<file path="src/rtl/rsi_pkg.sv">
// ----------------------------------------------------------------------------
// rsi_pkg
// Shared types, codes and constants of the rotary slot indexer.
// ----------------------------------------------------------------------------
`default_nettype none

package rsi_pkg;

  localparam int COUNTS_PER_TURN_DEF = 34;
  localparam int SLOT_COUNT_DEF      = 6;

  // Item kinds
  localparam logic [1:0] KIND_START = 2'd0;
  localparam logic [1:0] KIND_MOVE  = 2'd1;
  localparam logic [1:0] KIND_TICK  = 2'd2;

  // Ramp codes
  localparam logic [1:0] RAMP_STEADY = 2'd0;
  localparam logic [1:0] RAMP_ACCEL  = 2'd1;
  localparam logic [1:0] RAMP_DECEL  = 2'd2;

  // Register indexes
  localparam logic [2:0] REG_ACCEL_STEP  = 3'd0;
  localparam logic [2:0] REG_DECEL_STEP  = 3'd1;
  localparam logic [2:0] REG_START_DUTY  = 3'd2;
  localparam logic [2:0] REG_FLOOR_DUTY  = 3'd3;
  localparam logic [2:0] REG_HOMING_DUTY = 3'd4;
  localparam logic [2:0] REG_SLOWDOWN    = 3'd5;

  // Register reset values
  localparam logic [6:0] ACCEL_STEP_RST  = 7'd4;
  localparam logic [6:0] DECEL_STEP_RST  = 7'd8;
  localparam logic [7:0] START_DUTY_RST  = 8'd135;
  localparam logic [7:0] FLOOR_DUTY_RST  = 8'd103;
  localparam logic [7:0] HOMING_DUTY_RST = 8'd100;
  localparam logic [4:0] SLOWDOWN_RST    = 5'd3;

  localparam logic [7:0] DUTY_MAX = 8'd255;

  typedef struct packed {
    logic [6:0] accel_step;
    logic [6:0] decel_step;
    logic [7:0] start_duty;
    logic [7:0] floor_duty;
    logic [7:0] homing_duty;
    logic [4:0] slowdown_distance;
  } rsi_cfg_t;

  typedef struct packed {
    logic [5:0]      enc_count;
    logic [5:0]      tgt_count;
    logic [2:0]      tgt_slot;
    logic [2:0]      cur_slot;
    logic [2:0]      enc_hist;
    logic            enc_stable;
    logic            enc_last;
    logic [1:0]      ramp;
    logic            running;
    logic            homing;
    logic            forward;
    logic [7:0]      duty;
    logic            reached;
    logic [3:0][3:0] key_hist;
    logic [3:0]      key_stable;
  } rsi_state_t;

  typedef struct packed {
    logic [1:0] kind;
    logic [2:0] target_slot;
    logic       encoder_raw;
    logic       zero_switch;
    logic [3:0] touch_raw;
  } rsi_item_t;

  // Encoder count of each of the first six slots
  function automatic logic [5:0] slot_base_count(input logic [2:0] slot);
    logic [5:0] c;
    case (slot)
      3'd0:    c = 6'd0;
      3'd1:    c = 6'd4;
      3'd2:    c = 6'd11;
      3'd3:    c = 6'd17;
      3'd4:    c = 6'd24;
      3'd5:    c = 6'd29;
      default: c = 6'd0;
    endcase
    return c;
  endfunction

endpackage

`default_nettype wire

</file>
<file path="src/rtl/rotary_slot_indexer.sv">
// ----------------------------------------------------------------------------
// rotary_slot_indexer
// Six-slot disc positioner: homing, shortest-way moves, duty ramps,
// encoder and touch key debounce, one result transfer per item.
// ----------------------------------------------------------------------------
//
//  Channel  Direction  Ports                         Contents
//  in_      slave      tvalid/tready/tdata/tuser     one start, move or tick item
//  out_     master     tvalid/tready/tdata           motor and position status
//  cfg_     APB slave  psel/penable/pwrite/paddr/... six ramp/slowdown registers
//
//  An item passes from input transfer to result through the input register,
//  then through the next-state logic into the state register.
//  One item is accepted per cycle when the output side does not stall.
//  rst_n is synchronous and active low; it clears the state and loads the
//  register reset values.
//  A stalled result holds the state register; the input register still takes
//  one more item and then holds until the result transfer completes.
//
`default_nettype none

module rotary_slot_indexer #(
  parameter int COUNTS_PER_TURN = rsi_pkg::COUNTS_PER_TURN_DEF,
  parameter int SLOT_COUNT      = rsi_pkg::SLOT_COUNT_DEF
) (
  input  wire logic        clk,
  input  wire logic        rst_n,

  input  wire logic        in_tvalid,
  output logic             in_tready,
  // [2:0] target_slot, [3] encoder_raw, [4] zero_switch, [8:5] touch_raw
  input  wire logic [15:0] in_tdata,
  // [1:0] kind
  input  wire logic [1:0]  in_tuser,

  output logic             out_tvalid,
  input  wire logic        out_tready,
  // [0] motor_on, [1] direction, [9:2] duty, [11:10] ramp_mode,
  // [14:12] slot_position, [15] at_target, [16] homing, [20:17] key_states
  output logic [23:0]      out_tdata,

  input  wire logic        cfg_psel,
  input  wire logic        cfg_penable,
  input  wire logic        cfg_pwrite,
  input  wire logic [4:0]  cfg_paddr,
  input  wire logic [31:0] cfg_pwdata,
  output logic [31:0]      cfg_prdata,
  output logic             cfg_pready
);

  rsi_pkg::rsi_cfg_t   cfg;
  rsi_pkg::rsi_state_t state_r;
  rsi_pkg::rsi_state_t state_nxt;
  rsi_pkg::rsi_item_t  item_r;
  logic                item_valid_r;
  logic                out_valid_r;
  logic                advance;

  rsi_cfg_regs u_cfg (
    .clk         (clk),
    .rst_n       (rst_n),
    .cfg_psel    (cfg_psel),
    .cfg_penable (cfg_penable),
    .cfg_pwrite  (cfg_pwrite),
    .cfg_paddr   (cfg_paddr),
    .cfg_pwdata  (cfg_pwdata),
    .cfg_prdata  (cfg_prdata),
    .cfg_pready  (cfg_pready),
    .cfg         (cfg)
  );

  rsi_core #(
    .COUNTS_PER_TURN (COUNTS_PER_TURN),
    .SLOT_COUNT      (SLOT_COUNT)
  ) u_core (
    .st   (state_r),
    .cfg  (cfg),
    .item (item_r),
    .nxt  (state_nxt)
  );

  // Advance the held item into the state whenever the result slot is free
  assign advance   = !out_valid_r || out_tready;
  assign in_tready = !item_valid_r || advance;

  // Input register
  always_ff @(posedge clk) begin
    if (!rst_n) begin
      item_valid_r <= 1'b0;
    end else if (in_tready) begin
      item_valid_r <= in_tvalid;
    end
  end

  always_ff @(posedge clk) begin
    if (in_tready && in_tvalid) begin
      item_r.kind        <= in_tuser;
      item_r.target_slot <= in_tdata[2:0];
      item_r.encoder_raw <= in_tdata[3];
      item_r.zero_switch <= in_tdata[4];
      item_r.touch_raw   <= in_tdata[8:5];
    end
  end

  // State register doubles as the result register: it only changes when a
  // result transfer is free to start, so a waiting result holds.
  always_ff @(posedge clk) begin
    if (!rst_n) begin
      state_r     <= '0;
      out_valid_r <= 1'b0;
    end else if (advance) begin
      out_valid_r <= item_valid_r;
      if (item_valid_r) begin
        state_r <= state_nxt;
      end
    end
  end

  assign out_tvalid = out_valid_r;
  assign out_tdata  = {3'd0,
                       state_r.key_stable,
                       state_r.homing,
                       state_r.reached,
                       state_r.cur_slot,
                       state_r.ramp,
                       state_r.duty,
                       state_r.forward,
                       state_r.running};

endmodule

`default_nettype wire

</file>
<file path="src/rtl/rsi_cfg_regs.sv">
// ----------------------------------------------------------------------------
// rsi_cfg_regs
// APB-style register bank holding the ramp and slowdown settings.
// ----------------------------------------------------------------------------
`default_nettype none

module rsi_cfg_regs (
  input  wire logic             clk,
  input  wire logic             rst_n,
  input  wire logic             cfg_psel,
  input  wire logic             cfg_penable,
  input  wire logic             cfg_pwrite,
  input  wire logic [4:0]       cfg_paddr,
  input  wire logic [31:0]      cfg_pwdata,
  output logic [31:0]           cfg_prdata,
  output logic                  cfg_pready,
  output rsi_pkg::rsi_cfg_t     cfg
);

  rsi_pkg::rsi_cfg_t cfg_r;
  logic [2:0]        idx;
  logic              wr_en;

  assign idx        = cfg_paddr[4:2];
  assign wr_en      = cfg_psel && cfg_penable && cfg_pwrite;
  assign cfg_pready = 1'b1;
  assign cfg        = cfg_r;

  always_ff @(posedge clk) begin
    if (!rst_n) begin
      cfg_r.accel_step        <= rsi_pkg::ACCEL_STEP_RST;
      cfg_r.decel_step        <= rsi_pkg::DECEL_STEP_RST;
      cfg_r.start_duty        <= rsi_pkg::START_DUTY_RST;
      cfg_r.floor_duty        <= rsi_pkg::FLOOR_DUTY_RST;
      cfg_r.homing_duty       <= rsi_pkg::HOMING_DUTY_RST;
      cfg_r.slowdown_distance <= rsi_pkg::SLOWDOWN_RST;
    end else if (wr_en) begin
      case (idx)
        rsi_pkg::REG_ACCEL_STEP:  cfg_r.accel_step        <= cfg_pwdata[6:0];
        rsi_pkg::REG_DECEL_STEP:  cfg_r.decel_step        <= cfg_pwdata[6:0];
        rsi_pkg::REG_START_DUTY:  cfg_r.start_duty        <= cfg_pwdata[7:0];
        rsi_pkg::REG_FLOOR_DUTY:  cfg_r.floor_duty        <= cfg_pwdata[7:0];
        rsi_pkg::REG_HOMING_DUTY: cfg_r.homing_duty       <= cfg_pwdata[7:0];
        rsi_pkg::REG_SLOWDOWN:    cfg_r.slowdown_distance <= cfg_pwdata[4:0];
        default: ;
      endcase
    end
  end

  always_comb begin
    case (idx)
      rsi_pkg::REG_ACCEL_STEP:  cfg_prdata = {25'd0, cfg_r.accel_step};
      rsi_pkg::REG_DECEL_STEP:  cfg_prdata = {25'd0, cfg_r.decel_step};
      rsi_pkg::REG_START_DUTY:  cfg_prdata = {24'd0, cfg_r.start_duty};
      rsi_pkg::REG_FLOOR_DUTY:  cfg_prdata = {24'd0, cfg_r.floor_duty};
      rsi_pkg::REG_HOMING_DUTY: cfg_prdata = {24'd0, cfg_r.homing_duty};
      rsi_pkg::REG_SLOWDOWN:    cfg_prdata = {27'd0, cfg_r.slowdown_distance};
      default:                  cfg_prdata = 32'd0;
    endcase
  end

endmodule

`default_nettype wire

</file>
<file path="src/rtl/rsi_core.sv">
// ----------------------------------------------------------------------------
// rsi_core
// Next-state logic: applies one start, move or tick item to the state.
// ----------------------------------------------------------------------------
`default_nettype none

module rsi_core #(
  parameter int COUNTS_PER_TURN = rsi_pkg::COUNTS_PER_TURN_DEF,
  parameter int SLOT_COUNT      = rsi_pkg::SLOT_COUNT_DEF
) (
  input  wire rsi_pkg::rsi_state_t st,
  input  wire rsi_pkg::rsi_cfg_t   cfg,
  input  wire rsi_pkg::rsi_item_t  item,
  output rsi_pkg::rsi_state_t      nxt
);

  localparam logic [5:0]        CPT_M1 = 6'(COUNTS_PER_TURN - 1);
  localparam logic [6:0]        CPT_M1_W = 7'(COUNTS_PER_TURN - 1);
  localparam logic [5:0]        CNT6   = 6'((6 * COUNTS_PER_TURN / SLOT_COUNT) % 64);
  localparam logic [5:0]        CNT7   = 6'((7 * COUNTS_PER_TURN / SLOT_COUNT) % 64);
  localparam logic signed [4:0] HALF_S = 5'(SLOT_COUNT / 2);
  localparam logic signed [4:0] SC_S   = 5'(SLOT_COUNT);
  localparam logic [3:0]        SC_W   = 4'(SLOT_COUNT);

  always_comb begin
    logic signed [4:0] rot;
    logic [8:0]        acc_sum;
    logic [7:0]        dec_val;
    logic [6:0]        cnt_w;
    logic [6:0]        tgt_w;
    logic [6:0]        d_w;
    logic [5:0]        cnt;

    nxt     = st;
    rot     = '0;
    acc_sum = {1'b0, st.duty} + {2'b00, cfg.accel_step};
    dec_val = (st.duty > {1'b0, cfg.decel_step}) ? (st.duty - {1'b0, cfg.decel_step}) : 8'd0;
    cnt     = st.enc_count;
    cnt_w   = '0;
    tgt_w   = {1'b0, st.tgt_count};
    d_w     = {2'b00, cfg.slowdown_distance};

    case (item.kind)
      rsi_pkg::KIND_START: begin
        nxt.tgt_count = '0;
        nxt.tgt_slot  = '0;
        if (item.zero_switch) begin
          nxt.enc_count = '0;
          nxt.cur_slot  = '0;
          nxt.homing    = 1'b0;
        end else begin
          nxt.homing  = 1'b1;
          nxt.forward = 1'b1;
          nxt.running = 1'b1;
          nxt.duty    = cfg.homing_duty;
        end
        nxt.enc_hist   = {1'b0, item.encoder_raw, item.encoder_raw};
        nxt.enc_stable = item.encoder_raw;
        nxt.enc_last   = item.encoder_raw;
      end

      rsi_pkg::KIND_MOVE: begin
        if ({1'b0, item.target_slot} < SC_W) begin
          rot = $signed({2'b00, item.target_slot}) - $signed({2'b00, st.cur_slot});
          nxt.tgt_slot = item.target_slot;
          case (item.target_slot)
            3'd6:    nxt.tgt_count = CNT6;
            3'd7:    nxt.tgt_count = CNT7;
            default: nxt.tgt_count = rsi_pkg::slot_base_count(item.target_slot);
          endcase
          nxt.reached = 1'b0;
          // Take the shorter way around the disc
          if (rot > HALF_S) begin
            rot = rot - SC_S;
          end else if (rot < -HALF_S) begin
            rot = rot + SC_S;
          end
          if (rot != 5'sd0) begin
            nxt.forward = (rot > 5'sd0);
            nxt.running = 1'b1;
            nxt.duty    = cfg.start_duty;
            nxt.ramp    = rsi_pkg::RAMP_ACCEL;
          end
          if (rot == 5'sd1 || rot == -5'sd1) begin
            nxt.ramp = rsi_pkg::RAMP_STEADY;
          end
        end
      end

      rsi_pkg::KIND_TICK: begin
        // Duty ramp
        if (st.ramp == rsi_pkg::RAMP_ACCEL) begin
          if (acc_sum >= {1'b0, rsi_pkg::DUTY_MAX}) begin
            nxt.duty = rsi_pkg::DUTY_MAX;
            nxt.ramp = rsi_pkg::RAMP_STEADY;
          end else begin
            nxt.duty = acc_sum[7:0];
          end
        end else if (st.ramp == rsi_pkg::RAMP_DECEL) begin
          nxt.duty = dec_val;
          if (dec_val <= cfg.floor_duty) begin
            nxt.ramp = rsi_pkg::RAMP_STEADY;
          end
        end

        // Encoder debounce
        nxt.enc_hist = {st.enc_hist[1:0], item.encoder_raw};
        if (nxt.enc_hist == 3'b111) begin
          nxt.enc_stable = 1'b1;
        end else if (nxt.enc_hist == 3'b000) begin
          nxt.enc_stable = 1'b0;
        end

        // Touch key debounce, keys are active low
        for (int i = 0; i < 4; i++) begin
          nxt.key_hist[i] = {st.key_hist[i][2:0], item.touch_raw[i]};
          if (nxt.key_hist[i] == 4'b1111) begin
            nxt.key_stable[i] = 1'b0;
          end else if (nxt.key_hist[i] == 4'b0000) begin
            nxt.key_stable[i] = 1'b1;
          end
        end

        if (st.running) begin
          if (item.zero_switch) begin
            nxt.enc_count = '0;
            nxt.cur_slot  = '0;
            nxt.enc_last  = nxt.enc_stable;
            if (st.tgt_slot == 3'd0) begin
              nxt.running = 1'b0;
              nxt.ramp    = rsi_pkg::RAMP_STEADY;
              nxt.duty    = '0;
              nxt.forward = ~st.forward;
              nxt.homing  = 1'b0;
            end
          end
          if ((nxt.enc_stable != nxt.enc_last) && !nxt.homing) begin
            if (st.forward) begin
              cnt = (st.enc_count >= CPT_M1) ? 6'd0 : (st.enc_count + 6'd1);
            end else begin
              cnt = (st.enc_count == 6'd0) ? CPT_M1 : (st.enc_count - 6'd1);
            end
            nxt.enc_count = cnt;
            cnt_w = {1'b0, cnt};
            if (st.tgt_count != 6'd0 && cnt == st.tgt_count) begin
              nxt.running  = 1'b0;
              nxt.ramp     = rsi_pkg::RAMP_STEADY;
              nxt.duty     = '0;
              nxt.forward  = ~st.forward;
              nxt.reached  = 1'b1;
              nxt.cur_slot = st.tgt_slot;
            end else if (st.tgt_count != 6'd0) begin
              if ((cnt_w + d_w == tgt_w) || (cnt_w == tgt_w + d_w)) begin
                nxt.ramp = rsi_pkg::RAMP_DECEL;
              end
            end else begin
              if ((cnt_w + d_w == CPT_M1_W) || (cnt_w == d_w)) begin
                nxt.ramp = rsi_pkg::RAMP_DECEL;
              end
            end
            nxt.enc_last = nxt.enc_stable;
          end
        end
      end

      default: ;
    endcase
  end

endmodule

`default_nettype wire

</file>
<file path="config.mk">
export PLATFORM = sky130hd
export DESIGN_NAME = rotary_slot_indexer
export DESIGN_NICKNAME = d
export VERILOG_FILES = /design/src/rtl/rsi_pkg.sv /design/src/rtl/rotary_slot_indexer.sv /design/src/rtl/rsi_cfg_regs.sv /design/src/rtl/rsi_core.sv
export SDC_FILE = /design/constraint.sdc
export NUM_CORES = 1
export LEC_CHECK = 0
export BUFFER_PORTS_ARGS = -buffer_cell sky130_fd_sc_hd__clkbuf_2
export CORE_UTILIZATION = 55
export DETAILED_ROUTE_END_ITERATION = 8
export GPL_TIMING_DRIVEN = 1
export PLACE_DENSITY = 0.78
export SETUP_SLACK_MARGIN = 0.1
export SLEW_MARGIN = 25
export SYNTH_ARGS = -nofsm -noshare
export SYNTH_HDL_FRONTEND = slang
export SYNTH_SLANG_ARGS = --single-unit
export TNS_END_PERCENT = 1
</file>
<file path="constraint.sdc">
create_clock -name clk -period 9.92 [get_ports clk]
set_clock_uncertainty 0.15 [all_clocks]
set_input_delay 0.496 -clock clk [delete_from_list [all_inputs] [get_ports clk]]
set_output_delay 0.496 -clock clk [all_outputs]
set_load 0.05 [all_outputs]
</file>
## After elaboration in Yosys (flattened, before gate mapping)

Cells that the tools add are included.

- Register bits: 108
- Bits of input ports: 62

- Add/subtract/negate cells: 9
- Order comparisons: 8
- Equality and inequality tests: 36
- Mux-type cells: 69
- Bitwise logic cells: 1
- Reduce and logical (&&, ||, !) cells: 50

Operators by type and width:

| kind | count |
|---|---|
| $mux 6 | 9 |
| $pmux 8 s6 | 1 |
| $mux 14 | 3 |
| $mux 8 | 4 |
| $mux 10 | 3 |
| $mux 9 | 3 |
| $pmux 9 s3 | 1 |
| $pmux 5 s5 | 1 |
| $pmux 6 s2 | 2 |
| $reduce_and 4->1 | 6 |
| $eq 3x3->1 const B | 7 |
| $mux 5 | 4 |
| $mux 2 | 9 |
| $mux 3 | 6 |
| $pmux 9 s2 | 1 |
| $eq 4x4->1 const B | 4 |
| $logic_not 4->1 | 4 |
| $pmux 8 s2 | 1 |
| $mux 15 | 1 |
| $add 6x5->7 | 2 |
| $mux 1 | 14 |
| $reduce_and 7->1 | 2 |
| $reduce_bool 2->1 | 7 |
| $mux 13 | 1 |
| other kinds (48) | 77 |

## Depth between registers and ports, before layout

- Depth after elaboration: 24
- Mapped depth: 19
- Mapped depth without buffers: 19

## Modules after synthesis

Synthesis repeated with hierarchy kept, for this count alone.

- Cells, all modules: 1129
- Area total of the unflattened synthesis: 9167.5 µm²

By module, submodules not included:

| module | times used | cells each | area an instance (µm²) | sequential area each (µm²) |
|---|---|---|---|---|
| rsi_core | 1 | 600 | 4063.9 | 0.0 |
| rotary_slot_indexer | 1 | 293 | 2887.8 | 1511.4 |
| rsi_cfg_regs | 1 | 236 | 2215.9 | 860.8 |

## Worst setup path before layout

No wires, ideal clock.

- Path type: reg2reg
- Start: register item_r[6] (netlist name)
- End: register state_r, in the netlist out_tdata[2]
- Setup time: 0.125 ns
- Data arrival time: 3.759 ns
- Data required time: 9.645 ns
- Slack: 5.886 ns
- Stages on the path, launching flop included: 18
- Path buffers: 2
- Cell sequence: edfxtp_1 inv_1 ha_1 inv_1 fa_1 xor2_1 inv_1 ha_1 nand2b_1 o21a_1 mux2i_1 o22a_1 or4b_2 and2_1 clkbuf_1 clkbuf_1 o211ai_1 o31ai_1

- Longest elaborated chain between the ends: 9
- Elaborated cells on any way between the ends: 14
- Classes of those cells: 3 x add/sub; 3 x order compare; 2 x eq/ne; 4 x mux; 2 x reduce/logical

Ends and longest elaborated chain:

| what | line | source |
|---|---|---|
| from (decl) | rotary_slot_indexer.sv:54 | `rsi_pkg::rsi_item_t item_r;` |
| $sub 3x3->4 | rsi_core.sv:64 | `rot = $signed({2'b00, item.target_slot}) - $signed({2'b00, st.cur_slot});` |
| $add 5x4->5 or $lt 5x3->1 (tied branches) | rsi_core.sv:76, rsi_core.sv:75 |  |
| $mux 5 | rsi_core.sv:75 | `end else if (rot < -HALF_S) begin` |
| $mux 5 | rsi_core.sv:73 | `if (rot > HALF_S) begin` |
| $mux 5 | rsi_core.sv:63 | `if ({1'b0, item.target_slot} < SC_W) begin` |
| $mux 5 | rsi_core.sv:43 | `case (item.kind)` |
| $reduce_bool 5->1 | rsi_core.sv:78 | `if (rot != 5'sd0) begin` |
| $ne 2x1->1 (no line) | - |  |
| $reduce_and 6->1 (no line) * | - |  |
| to (signal assigned) | rotary_slot_indexer.sv:114 | `state_r <= state_nxt;` |
| to (decl) | rotary_slot_indexer.sv:52 | `rsi_pkg::rsi_state_t state_r;` |

Mark *: on every way between the ends. The rest lies on a longest branch, timed or not. The select of a mux whose other input is x is not followed.
A chain may end at the register's enable or synchronous reset.

## Final worst setup path

- Start: register item_r[6] (netlist name)
- End: register state_r, in the netlist out_tdata[5]

Same word-level chain as after synthesis.

==> qor.yml <==
hpwl_mm: 13.3
hold_viol_final: 0
setup_viol: 0
die_y_um: 120
cts_root_buffer: "clkbuf_16"
ys_top_cells_by_area: "dfxtp_1, ha_1, mux2i_1"
drv_slew: 0
routedWlPerCell_um: 16.3
grt.busiest_layer: "met2"
ctsResizeCount: 0
antenna_cells: 0
row_count: 42
syn2layout_area_growth_pct: 5.64
tritoncts: "built"
clock_sinks: 108
synth_warnings: 0
finalNetCount: 1049
cts_hold_buf: 0
dieArea_um2: 14300
leakage_uw: 0.00338
ys_top_cells_by_count: "dfxtp_1, nor2_1, nand2_1"
max_slew_margin_pct: 37.3
initial_utilization_pct: 56.9
clk_path_buf_depth: 2
yosys.area.top_type_share_pct: 25.6
maxCapViolCount: 0
worst-slew-pin-transition_ps: 937
io_buffer_count: 59
firstDrtPassIters: 5
synth_edf_count: 11
grt_use_total_pct: 26.3
crit_type: "reg -> reg"
drt-initial-drc-count: 505
clkTransAtPathRegs_ps: 80
grt_pass1_wl_mm: 30.0
place_congestion: 0.952
met3_usage_pct: 4.47
outcome: "complete, no violations"
cts_setup_buffers: 0
grt_pass1_vias: 6070
vias_per_cell: 5.93
drt.antenna.violating_nets: 0
rsz0062_at_grt: "no"
worst_ep_arrival_time_ps: 4800
gr-total-overflow: 0
cp-end-kind: "register"
async_reset_ff_share_pct: 0
grt_max_degree: 65
ioPinCount: 121
fin_tns_setup_ps: 0
layout_setup_ws_ps: 5200
ir_worst_vdd_v: 0.000118
drive_above_1_share_pct: 11.0
avgSynthCellArea_um2: 8.25
yosys.area.top_type: "dfxtp_1"
r2r_slack_ps: 5200
powerDensity_nw_per_um2: 130
yosys.cell_count.top_type: "dfxtp_1"
h-tree-depth: 3
synthCells: 920
critical_path.max_fanout: 20
routed_wl_mm: 18.2
drcViolationCount: 0
die_w_um: 120
synth-seq-cells: 108
fin_crit_ps: 4720
routed-via-count: 6596
ys.flop_type: "dfxtp_1"
antenna_found_initial: 0
synth_cell_types: 75
yosysSeqAreaShare_pct: 29.9
nFillCells: 1192
fmax_mhz: 212
crit_path_start_kind: "register"
critPathRequiredTime_ps: 10000
fin_crit_sh_pct: 47.6
global_route.usage.met2_pct: 40.9
grt_util_met1_pct: 37.0
netlist_area_um2: 7590
numCtsBuffers: 9
hold_class: "in -> reg"
coreArea_um2: 13300
insertion_delay_ps: 360
place_ws_ps: 5260
## cell type report
type	instances	area, um2	share of cell area, %
clock buffers	9	225	2.81
clock inverters	7	81.3	1.01
inverters	54	203	2.53
multi-input cells	696	4690	58.5
flip-flops and latches	108	2270	28.3
well taps	176	220	2.75
repair buffers	63	325	4.06
## cells by family (layout without fill, tap and decap cells)
logic type	count (synthesis)	after routing	synth area share, %
flip-flops	108	108	29.9
AND/OR/NAND/NOR	303	303	19.7
multiplexers	64	64	9.03
AO/OA/AOI/OAI	209	209	17.9
other	2	28	0.0989
XOR/XNOR	37	37	4.27
adder cells (fa/ha/maj)	55	55	9.56
buffers and inverters	142	133	9.57
## sequential cells by signal, summed over array words and instances, names as in the netlist
name and count:
u_cfg.cfg 43, state_r 31, out_tdata 21, item_r 11, item_valid_r 1, out_tvalid 1
## where the power goes
| group | switching (uW) | leakage (uW) | internal [uW] |
|---|---|---|---|
| Sequential | 14.5 | 0.000892 | 450 |
| Combinational | 137 | 0.00234 | 62.2 |
| Clock | 175 | 0.000148 | 200 |
## cell usage in the layout (no fill, tap or decap), drive strengths merged, types with 9 or more instances in the layout
cell	synthesis	routed
dfxtp	97	97
nor2	83	83
nand2	79	79
clkbuf	35	68
inv	53	57
mux2i	55	55
ha	50	50
a21oi	49	49
o21ai	45	45
nand3	40	40
conb	2	28
xnor2	22	22
nand2b	19	19
o22ai	18	18
a22oi	18	18
nor3	18	18
o211ai	16	16
xor2	15	15
nor2b	11	11
edfxtp	11	11
o21a	9	9
## path summary, 6_finish.rpt
kind	start	endpoint	depth (start not counted)
setup / recovery	item_r[6]	out_tdata[5]	15
setup reg to reg	item_r[6]	out_tdata[5]	15
hold reg to reg	state_r[12]	out_tdata[19]	1
hold / removal	in_tdata[6]	item_r[1]	1
## critical path: stages, from the launching register on
cell	delay, ps
edfxtp_1	510
inv_1	140
ha_1	170
inv_1	50
fa_1	370
xor2_1	410
inv_1	210
ha_1	220
nand2b_1	100
o21a_1	190
mux2i_1	100
o22a_1	230
or4b_2	710
and2_1	450
nand4_1	410
o21ai_0	160
## routing by layer
layer	wire (um)	up-vias	share of wire, %
met2	8110	262	45
met1	8400	3067	46
met4	416	0	2.3
met3	1240	44	6.8
li1	-	3223	-
met5	0	-	0
## through the flow
step	cell area [um2]	power (uW)	hold slack [ps]	instances	utilization (%)
finish	8020	1040	160	1113	60.1
global route	8020	1080	143	1113	60.1
CTS	8020	1040	151	1113	60.1
detailed placement	7710	671	308	1097	57.8
global placement	7710	669	304	1097	57.8
floorplan	7690	640	278	946	-
No activity file was read; power rests on OpenSTA's default activity.
